===== config.mk =====
export PLATFORM = sky130hd
export DESIGN_NAME = bfa_ram
export DESIGN_NICKNAME = d
export VERILOG_FILES = /design/src/rtl/core/bfa_ram.sv
export SDC_FILE = /design/constraint.sdc
export NUM_CORES = 2
export LEC_CHECK = 0
export ABC_AREA = 0
export BUFFER_PORTS_ARGS = -buffer_cell sky130_fd_sc_hd__buf_4
export CORE_MARGIN = 5
export CORE_UTILIZATION = 25
export DETAILED_ROUTE_END_ITERATION = 6
export GPL_TIMING_DRIVEN = 0
export PLACE_DENSITY_LB_ADDON = 0.2
export SETUP_SLACK_MARGIN = 0.1
export SYNTH_ARGS = -nofsm -noshare
export SYNTH_HDL_FRONTEND = slang
export SYNTH_SLANG_ARGS = --single-unit

===== constraint.sdc =====
create_clock -name clock -period 7.36 [get_ports clock]
set_input_delay 1.472 -clock clock [delete_from_list [all_inputs] [get_ports clock]]
set_output_delay 1.472 -clock clock [all_outputs]
set_load 0.03 [all_outputs]

===== src/rtl/core/bfa_ram.sv =====
`timescale 1ns / 1ps

module bfa_ram #(
   parameter int WIDTH = 64,
   parameter int DEPTH = 64
) (
   input  logic                                       clock,
   input  logic                                       wr_en,
   input  logic [$clog2(DEPTH > 1 ? DEPTH : 2)-1:0]   wr_addr,
   input  logic [WIDTH-1:0]                           wr_data,
   input  logic                                       rd_en,
   input  logic [$clog2(DEPTH > 1 ? DEPTH : 2)-1:0]   rd_addr,
   output logic [WIDTH-1:0]                           rd_data
);

   logic [WIDTH-1:0] mem_ff [DEPTH];
   logic [WIDTH-1:0] rd_data_ff;

   always_ff @(posedge clock) begin
      if (wr_en) begin
         mem_ff[wr_addr] <= wr_data;
      end
      if (rd_en) begin
         rd_data_ff <= mem_ff[rd_addr];
      end
   end

   assign rd_data = rd_data_ff;

endmodule


==> flow_summary.ini <==
[floorplanning]
die_area_um2 = 644000
die_w_um = 802
pin_count = 143
die_y_um = 802
start_util = 0.250
rows = 291
core_area_um2 = 627000

[place]
routabilityCongestion = 0.759
dp.cells = 15310
port-buffer-count = 134
place_area_um2 = 174000
post-dp-hpwl_mm = 344
pre_cts_slack_ps = 848

[clock_tree]
h-tree-depth = 5
cts_num_sinks = 4160
cts_resized = 0
ctsHoldBuffers = 0
postCtsSetupBuffers = 0
clock_latency_ps = 1030
cts_buffers = 434
clockBufferDepth = 4
cts_tree = done
root_buffer = clkbuf_16
clk_pin_slew_ps = 60

[routing]
remaining_drc_errors = 0
ant_nets = 0
wl_mm = 499
drt_iter0_drc = 7955
wl_per_cell_um = 31.0
via_count = 74926
drt_pass1_iterations = 5
vias_per_cell = 4.65

[synthesis]
synth.net_count = 6677
synth.distinct_cells = 32
netlist_instances = 6598
synth-main-ff-cell = edfxtp_1
yosysTopAreaCellShare = 0.796
yosysTopAreaCell = edfxtp_1
ys_seq_area_frac = 0.796
synth_area_leaders = edfxtp_1 80%, mux4_2 15%, mux2i_1 0.86%, a22oi_1 0.80%, buf_2 0.54%
ys.warnings.count = 0
ys_seq_elements = 4160
synth_enable_flop_cells = 4160
async_flop_share = 0
syn_avg_cell_area_um2 = 23.8
syn_area_um2 = 157000

[pwr]
power.switching_mw = 11.2
total_power_mw = 50.2
p_int_mw = 39.0
power.leakage_nw = 56.9
p_seq_frac = 0.525
ir_drop_mv = 0.210
p_comb_frac = 0.055
sw_frac_of_total = 0.223
power_frac_clock = 0.420
p_per_area_nw_per_um2 = 268

[finish]
area_growth_pct = 19.2
nets = 7475
final_util = 0.298
drive_above_1_share = 0.295
layout_commonest_cell = edfxtp_1
stdcell_count = 16107
final_cell_mix = 4,160 x edfxtp_1, 1,024 x mux4_2, 437 x clkbuf_16, 219 x clkbuf_1, 174 x buf_12
fin_area_um2 = 187000

[worst_setup_path]
path_delay_family = buffers and inverters
critical_path_arrival_ps = 6010
crit_type = in -> reg
endpoint_kind = register
worstPathRequired_ps = 7980
crit_top_cell = buf_2
cpPeakStageDelay_ps = 1130
path_max_fanout = 14
cp-start-kind = primary input
worst_path_max_delay_cell = a211oi_1
crit_buf_inv = 5
crit_chain = buf_2 > buf_4 > buf_2 > buf_2 > buf_4 > mux2i_1 > o22ai_1 > a31oi_1 > a211oi_1

[grt]
grt_max_degree = 65
antenna_found_initial = 65
grt_usage = 0.151
grt_pass1_vias = 78337
gr-total-overflow = 0
grt_pass1_wl_mm = 677

[run]
drv_cap = 0

[sta]
fin_tns_setup_ps = 0
worstMarginPinSlew_ps = 1460
min_period_ps = 5390
relSlewSlack = 0.0134
setup_viol = 0
rsz0062_at_grt = no
whs_ps = 993
finalWorstSetupSlack_ps = 1970
slew_viol_final = 0
hold_viol = 0
fmax_mhz = 186
fin_skew_ps = 59.8
period_share = 0.732

[min_path]
hold_class = in -> reg

[status]
status = finished, final reports clean
## registers in the layout, indices dropped and copies added (netlist names)
register,flops
mem_ff,4096
rd_data,64
## worst reg2reg max path, cell delays in order, from the launching register on
cell	delay [ps]
edfxtp_1	370
mux4_2	490
mux2i_1	350
o22ai_1	250
a41oi_1	1140
a211oi_1	380
## synth_stat cells (all sizes together) (38+ instances only)
cell	instances
and3	64
nand2	58
edfxtp	4160
o221ai	38
a22o	88
mux4	1024
a211oi	63
o22ai	83
buf	230
mux2i	135
clkbuf	140
nor2	112
nand3	45
a22oi	168
## metal layers
layer	part of all wire	up-vias	GRT usage
met5	0.00049	-	0
met4	0.033	38	0.0445
met3	0.051	656	0.0212
met2	0.49	2284	0.256
met1	0.42	41734	0.201
li1	-	30214	-
## power by group through the flow
stage                     sequential (mW)  combinational (mW)  clock [mW]
after floorplan                      26.9                1.22           0
after global placement               26.9                2.75           0
after detailed placement             26.8                2.85           0
after CTS                            26.3                2.86        21.7
after global routing                 26.3                2.93        22.6
final                                26.3                2.78        21.1
## path summary, 6_finish.rpt
path             startpoint             to  slack, ps  depth (start not counted)
max              rd_addr[2]     rd_data[6]       1970                          9
min              wr_data[3]  mem_ff[61][3]        990                          1
max reg2reg  mem_ff[63][53]    rd_data[53]       3990                          5
min reg2reg  mem_ff[36][10]    rd_data[10]       1070                          4
## logic make-up after synthesis
logic type / share of synthesized area
DFF: 0.796
muxes: 0.156
AOI/OAI and AO/OA: 0.0247
buffers and inverters: 0.0118
and+or+nand+nor: 0.0123
## area by class of cell
| cell class | instances | area [um2] |
|---|---|---|
| Buffer | 370 | 1780 |
| Antenna cell | 19 | 47.5 |
| Sequential cell | 4160 | 125000 |
| Multi-Input combinational cell | 2049 | 30700 |
| Fill cell | 60591 | 440000 |
| Clock buffer | 522 | 11300 |
| Timing Repair Buffer | 362 | 5580 |
| Tap cell | 8350 | 10400 |
| Inverter | 19 | 71.3 |
| Clock inverter | 256 | 2220 |
No activity file was read; power rests on OpenSTA's default activity.
