### config.mk
export PLATFORM = sky130hd
export DESIGN_NAME = bfa_scan
export DESIGN_NICKNAME = d
export VERILOG_FILES = /design/src/rtl/core/bfa_pkg.sv /design/src/rtl/core/bfa_scan.sv
export SDC_FILE = /design/constraint.sdc
export NUM_CORES = 1
export LEC_CHECK = 0
export BUFFER_PORTS_ARGS = -buffer_cell sky130_fd_sc_hd__buf_2
export CAP_MARGIN = 20
export CORE_AREA = 2 2 129 131
export DETAILED_ROUTE_END_ITERATION = 7
export DIE_AREA = 0 0 131 133
export PLACE_DENSITY_LB_ADDON = 0.3
export SYNTH_ARGS = -nofsm -noshare
export SYNTH_HDL_FRONTEND = slang
export SYNTH_SLANG_ARGS = --single-unit
### constraint.sdc
create_clock -name vclk -period 7.5
set_input_delay 0.75 -clock vclk [all_inputs]
set_output_delay 0.75 -clock vclk [all_outputs]
set_load 0.01 [all_outputs]
### src/rtl/core/bfa_pkg.sv
`timescale 1ns / 1ps

package bfa_pkg;

   // fixed widths of the item fields and the count register
   localparam int OPCODE_W = 3;
   localparam int INDEX_W  = 12;
   localparam int COUNT_W  = 13;

   // defaults for the top level parameters
   localparam int DEF_MAX_BITS  = 4096;
   localparam int DEF_WORD_BITS = 64;

   localparam logic [COUNT_W-1:0] COUNT_RESET = 13'd4096;

   // opcodes
   localparam logic [OPCODE_W-1:0] OP_SET        = 3'd0;
   localparam logic [OPCODE_W-1:0] OP_CLEAR      = 3'd1;
   localparam logic [OPCODE_W-1:0] OP_TEST       = 3'd2;
   localparam logic [OPCODE_W-1:0] OP_SET_ALL    = 3'd3;
   localparam logic [OPCODE_W-1:0] OP_CLEAR_ALL  = 3'd4;
   localparam logic [OPCODE_W-1:0] OP_FIND_SET   = 3'd5;
   localparam logic [OPCODE_W-1:0] OP_FIND_CLEAR = 3'd6;
   localparam logic [OPCODE_W-1:0] OP_STATUS     = 3'd7;

   // per-word flags from the scan unit
   typedef struct packed {
      logic hit;
      logic zero;
      logic full;
   } scan_flags_type;

   // one result item
   typedef struct packed {
      logic               bit_value;
      logic               found;
      logic [INDEX_W-1:0] found_index;
      logic               all_clear;
      logic               all_set;
      logic               index_error;
   } rsp_item_type;

endpackage

### src/rtl/core/bfa_scan.sv
`timescale 1ns / 1ps

module bfa_scan #(
   parameter int WORD_BITS = 64,
   parameter int BASE_W    = 13
) (
   input  logic [WORD_BITS-1:0]          word_data,
   input  logic [BASE_W-1:0]             word_base,
   input  logic [bfa_pkg::COUNT_W-1:0]   count,
   input  logic                          want_set,
   output bfa_pkg::scan_flags_type       flags,
   output logic [$clog2(WORD_BITS)-1:0]  hit_pos
);
   import bfa_pkg::*;

   localparam int POS_W = $clog2(WORD_BITS);
   localparam int SH_W  = $clog2(WORD_BITS) + 1;
   localparam int CMP_W = (BASE_W > COUNT_W ? BASE_W : COUNT_W) + 1;
   localparam logic [WORD_BITS-1:0] ONES = {WORD_BITS{1'b1}};

   logic [CMP_W-1:0]     count_x;
   logic [CMP_W-1:0]     base_x;
   logic [CMP_W-1:0]     rem;
   logic [WORD_BITS-1:0] mask;
   logic [WORD_BITS-1:0] masked;
   logic [WORD_BITS-1:0] cand;
   logic [WORD_BITS-1:0] lowest;

   // bits of this word that lie below the count
   always_comb begin
      count_x = CMP_W'(count);
      base_x  = CMP_W'(word_base);
      rem     = count_x - base_x;
      if (count_x <= base_x) begin
         mask = '0;
      end else if (rem >= CMP_W'(WORD_BITS)) begin
         mask = ONES;
      end else begin
         mask = ONES >> (SH_W'(WORD_BITS) - SH_W'(rem));
      end
   end

   assign masked = word_data & mask;
   assign cand   = want_set ? masked : (~word_data & mask);
   assign lowest = cand & (~cand + WORD_BITS'(1));

   // encode the isolated lowest bit
   always_comb begin
      hit_pos = '0;
      for (int b = 0; b < WORD_BITS; b++) begin
         if (lowest[b]) begin
            hit_pos = hit_pos | POS_W'(b);
         end
      end
   end

   assign flags.hit  = |cand;
   assign flags.zero = (masked == '0);
   assign flags.full = (masked == mask);

endmodule

==> results.txt <==
Measured against its own limit, the worst slew margin works out to 33.08%. The layout overhead on the synthesized area was 16.64%; the total count of max-transition violations in the final report was 0. The logs give 0 for the setup-violating endpoint count in the final report and 17420 µm² for the die area. After synthesis, the share of cell area in mux cells is 1.523%. The count of final hold-check violations is 0.

Routability-driven placement finished with a final weighted congestion of 1.069. Combinational family with the most area after synthesis: compound AO/OA/AOI/OAI gates. The count of buffers added on input and output ports is 100. The run gives 0 as the DRC violation count after routing. The run finished with clean final reports. The area of placed instances came out at 7646 µm². Summed over all cells, the static leakage comes to 2.980 nW. The number of nets in the synthesized netlist is 1210. For this block, wires on met1 add up to 14110 µm. Of the available clock period, the critical path in the final layout requires 97.75%. Sequential cells placed in the final layout were counted as 0. Data arrives at the worst endpoint at 6.58 ns.

Total core area: 16170 µm². In this run, post-CTS hold repair placed 0 buffers. Global routing used 40.57% of the available tracks. For the register area share after synthesis, the log shows 0%. 100 I/O pins were placed.

The run gives 1274 as the DRC violation total after the first TritonRoute iteration. The launching element type of the critical path was a primary input. The first global-routing pass estimated 54220 µm of wire. Counting I/O delays and the setup requirement, the final critical path takes 7.332 ns.

The top cell types in the final layout, fill and taps aside, are 122 x nand2_1, 106 x nor2_1, 99 x buf_2, 88 x a21oi_1, 74 x o21ai_0. The worst setup path is of the primary input to output port kind. For this run, the number of Yosys warnings is 0. For the total routed wirelength, the log shows 36180 µm.

For the total congestion overflow, the log shows 0. The detailed-routing iteration count for the pre-antenna-repair pass is 6. The share of the synthesized area in compound gates (AO/OA/AOI/OAI) is 42.92%, and the required time at the worst-slack endpoint is 6.75 ns. The total length of routed met2 wires is 15930 µm, and the initial standard-cell utilization of the core is 41.14%. The worst hold path belongs to the class primary input to output port. In the final routed layout, each cell accounts on average for 25.48 µm. The clock tree buffer count of the final layout is 0.

The most frequent standard cell in the layout excluding fill and tap cells was nand2_1. Wire segments on met3 add up to 4084 µm in the final route. The worst-case IR drop observed on VDD is 0.00007750 V. The synthesized instance count is 1101. The count of max-cap constraint violations is 0. The transition at the pin with the smallest max-transition slack works out to 0.9967 ns. The tools report the total design power as 1.004 mW.

The width of the chip was 131 µm; the total inserted antenna cells was 0. Of the total synthesized cell area, the portion taken by AND, OR, NAND and NOR gates is 36.45%. The vertical die dimension works out to 133 µm. Signal routing reaches up to met4. Dividing the detail-routed via count by the number of cells gives 6.916. For the final antenna-violating net count, the log shows 0. Across the whole layout, storage elements account for 0 µm². The synthesized netlist contains 90 unique library cells. Setup slack on the critical path of the routed design comes to 0.1685 ns. At the end of the flow the core is filled with cells to 47.98%.

The cell area that synthesis handed to floorplanning was 6653 µm². Non-filler instance count after layout: 1420. Of all nets on the critical path, the largest fanout is 15. The half-perimeter wire length after detailed placement is 29400 µm. OpenSTA, run right after detailed placement, puts the worst setup slack at 0.005536 ns.

Summing all non-filler instances in the final layout gives an area of 7760 µm². The initialized floorplan defines 47 standard-cell rows. The count of filler cells inserted in the layout is 1770, and the net count of the finished layout is 1311.

The run gives 9053 as the via count of the first global-routing pass. The parity-gate share of the synthesized area counting xor and xnor cells works out to 8.877%. The type of element capturing the critical path is an output port. Power spread over the standard cell area amounts to 129.4 nW/µm².

The tools report the number of antenna violations at the first check in global routing as 0. The average cell area after synthesis is 6.042 µm², and the detailed-route via count is 9821. The maximum number of pins on one net before global-route repair was 54. Of the total synthesized cell area, the portion taken by full adders, half adders and majority gates is 3.649%.

The post-placement cell count is 1415, and the ratio of cells with drive above 1 in the final layout is 17.58%. Timing would allow up to 0.1364 GHz.
## what timing repair did
| item | in CTS | in global routing |
|---|---|---|
| buffers inserted | 0 | 4 |
| endpoints found under the setup margin | 0 | 6 |
| resized for setup | 0 | 14 |
## layout make-up
cell class | count | area (µm²) | share of cell area, %
Inverter | 49 | 183.9 | 2.370
Tap cell | 220 | 275.3 | 3.547
Multi-Input combinational cell | 989 | 6310 | 81.31
Timing Repair Buffer | 162 | 991.0 | 12.77
## path summary, 6_finish.rpt
path	from	end	slack (ns)	cells past startpoint
max	word_base[0]	hit_pos[1]	0.17	21
min	word_data[5]	flags[0]	2.05	5
## critical path: stages
cell and delay (ns):
buf_2 0.10, ha_1 0.21, fa_1 0.56, ha_2 0.25
inv_1 0.13, or3_1 0.44, mux2i_4 0.28, o32ai_1 0.14
a21oi_1 0.50, o211a_1 0.33, o21bai_1 0.10, a211o_1 0.39
nand4_1 0.12, or4_1 0.21, buf_4 0.23, or3_1 0.22
o2111ai_1 0.18, or3_1 0.40, or3_1 0.35, or4_1 0.52
buf_2 0.15
## logic make-up (layout without fill, tap and decap cells)
group | after synthesis | count (layout)
muxes | 9 | 9
and+or+nand+nor | 480 | 480
buffers and inverters | 112 | 211
adders and majority gates | 19 | 19
xor gates and xnor gates | 64 | 64
AOI/OAI and AO/OA | 417 | 417
## cell usage after synthesis (7+ instances only)
master | number | share of area, %
buf_1 | 12 | 0.68
or2_2 | 7 | 0.66
xor2_1 | 23 | 3.0
or4_1 | 11 | 1.2
nand2_1 | 122 | 6.9
and2_1 | 12 | 1.1
a31oi_1 | 31 | 2.9
inv_1 | 48 | 2.7
clkbuf_1 | 37 | 2.1
a311oi_1 | 7 | 0.92
o31a_1 | 7 | 0.92
a22oi_1 | 17 | 1.9
o2111ai_1 | 10 | 1.3
nand3_1 | 42 | 3.2
or3_1 | 16 | 1.5
o311ai_0 | 7 | 0.92
and3_1 | 16 | 1.5
buf_2 | 14 | 1.1
a211o_1 | 8 | 1.1
o31ai_1 | 10 | 1.1
a21o_1 | 10 | 1.1
nor4_1 | 17 | 1.6
o211ai_1 | 22 | 2.5
ha_1 | 17 | 3.2
nor3_1 | 41 | 3.1
nand4_1 | 20 | 1.9
o32ai_1 | 8 | 1.1
a211oi_1 | 20 | 2.3
xnor2_1 | 37 | 4.9
o221ai_1 | 8 | 1.1
a21oi_1 | 89 | 6.7
nor2b_1 | 16 | 1.5
o22ai_1 | 15 | 1.4
nand2b_1 | 16 | 1.5
nor2_1 | 107 | 6.0
o21a_1 | 12 | 1.4
o21ai_0 | 75 | 5.6
## metal layers
layer,vias to the layer above,track usage (%)
met3,146,7.481
met2,724,64.71
met4,0,17.38
li1,4424,-
met1,4527,53.06
met5,-,0
## per-stage QoR
stage,hold WS (ns),setup TNS (ns)
after global routing,2.078,-0.02264
after CTS,2.045,0
after floorplan,1.746,0
after detailed placement,2.045,0
after global placement,2.048,0
final,2.047,0
## where the power goes
part           total (mW)  switching, mW  internal [mW]
Clock                   0              0              0
Sequential              0              0              0
Combinational        1.00          0.676          0.329
Total                1.00          0.676          0.329
No activity file was read; power rests on OpenSTA's default activity.
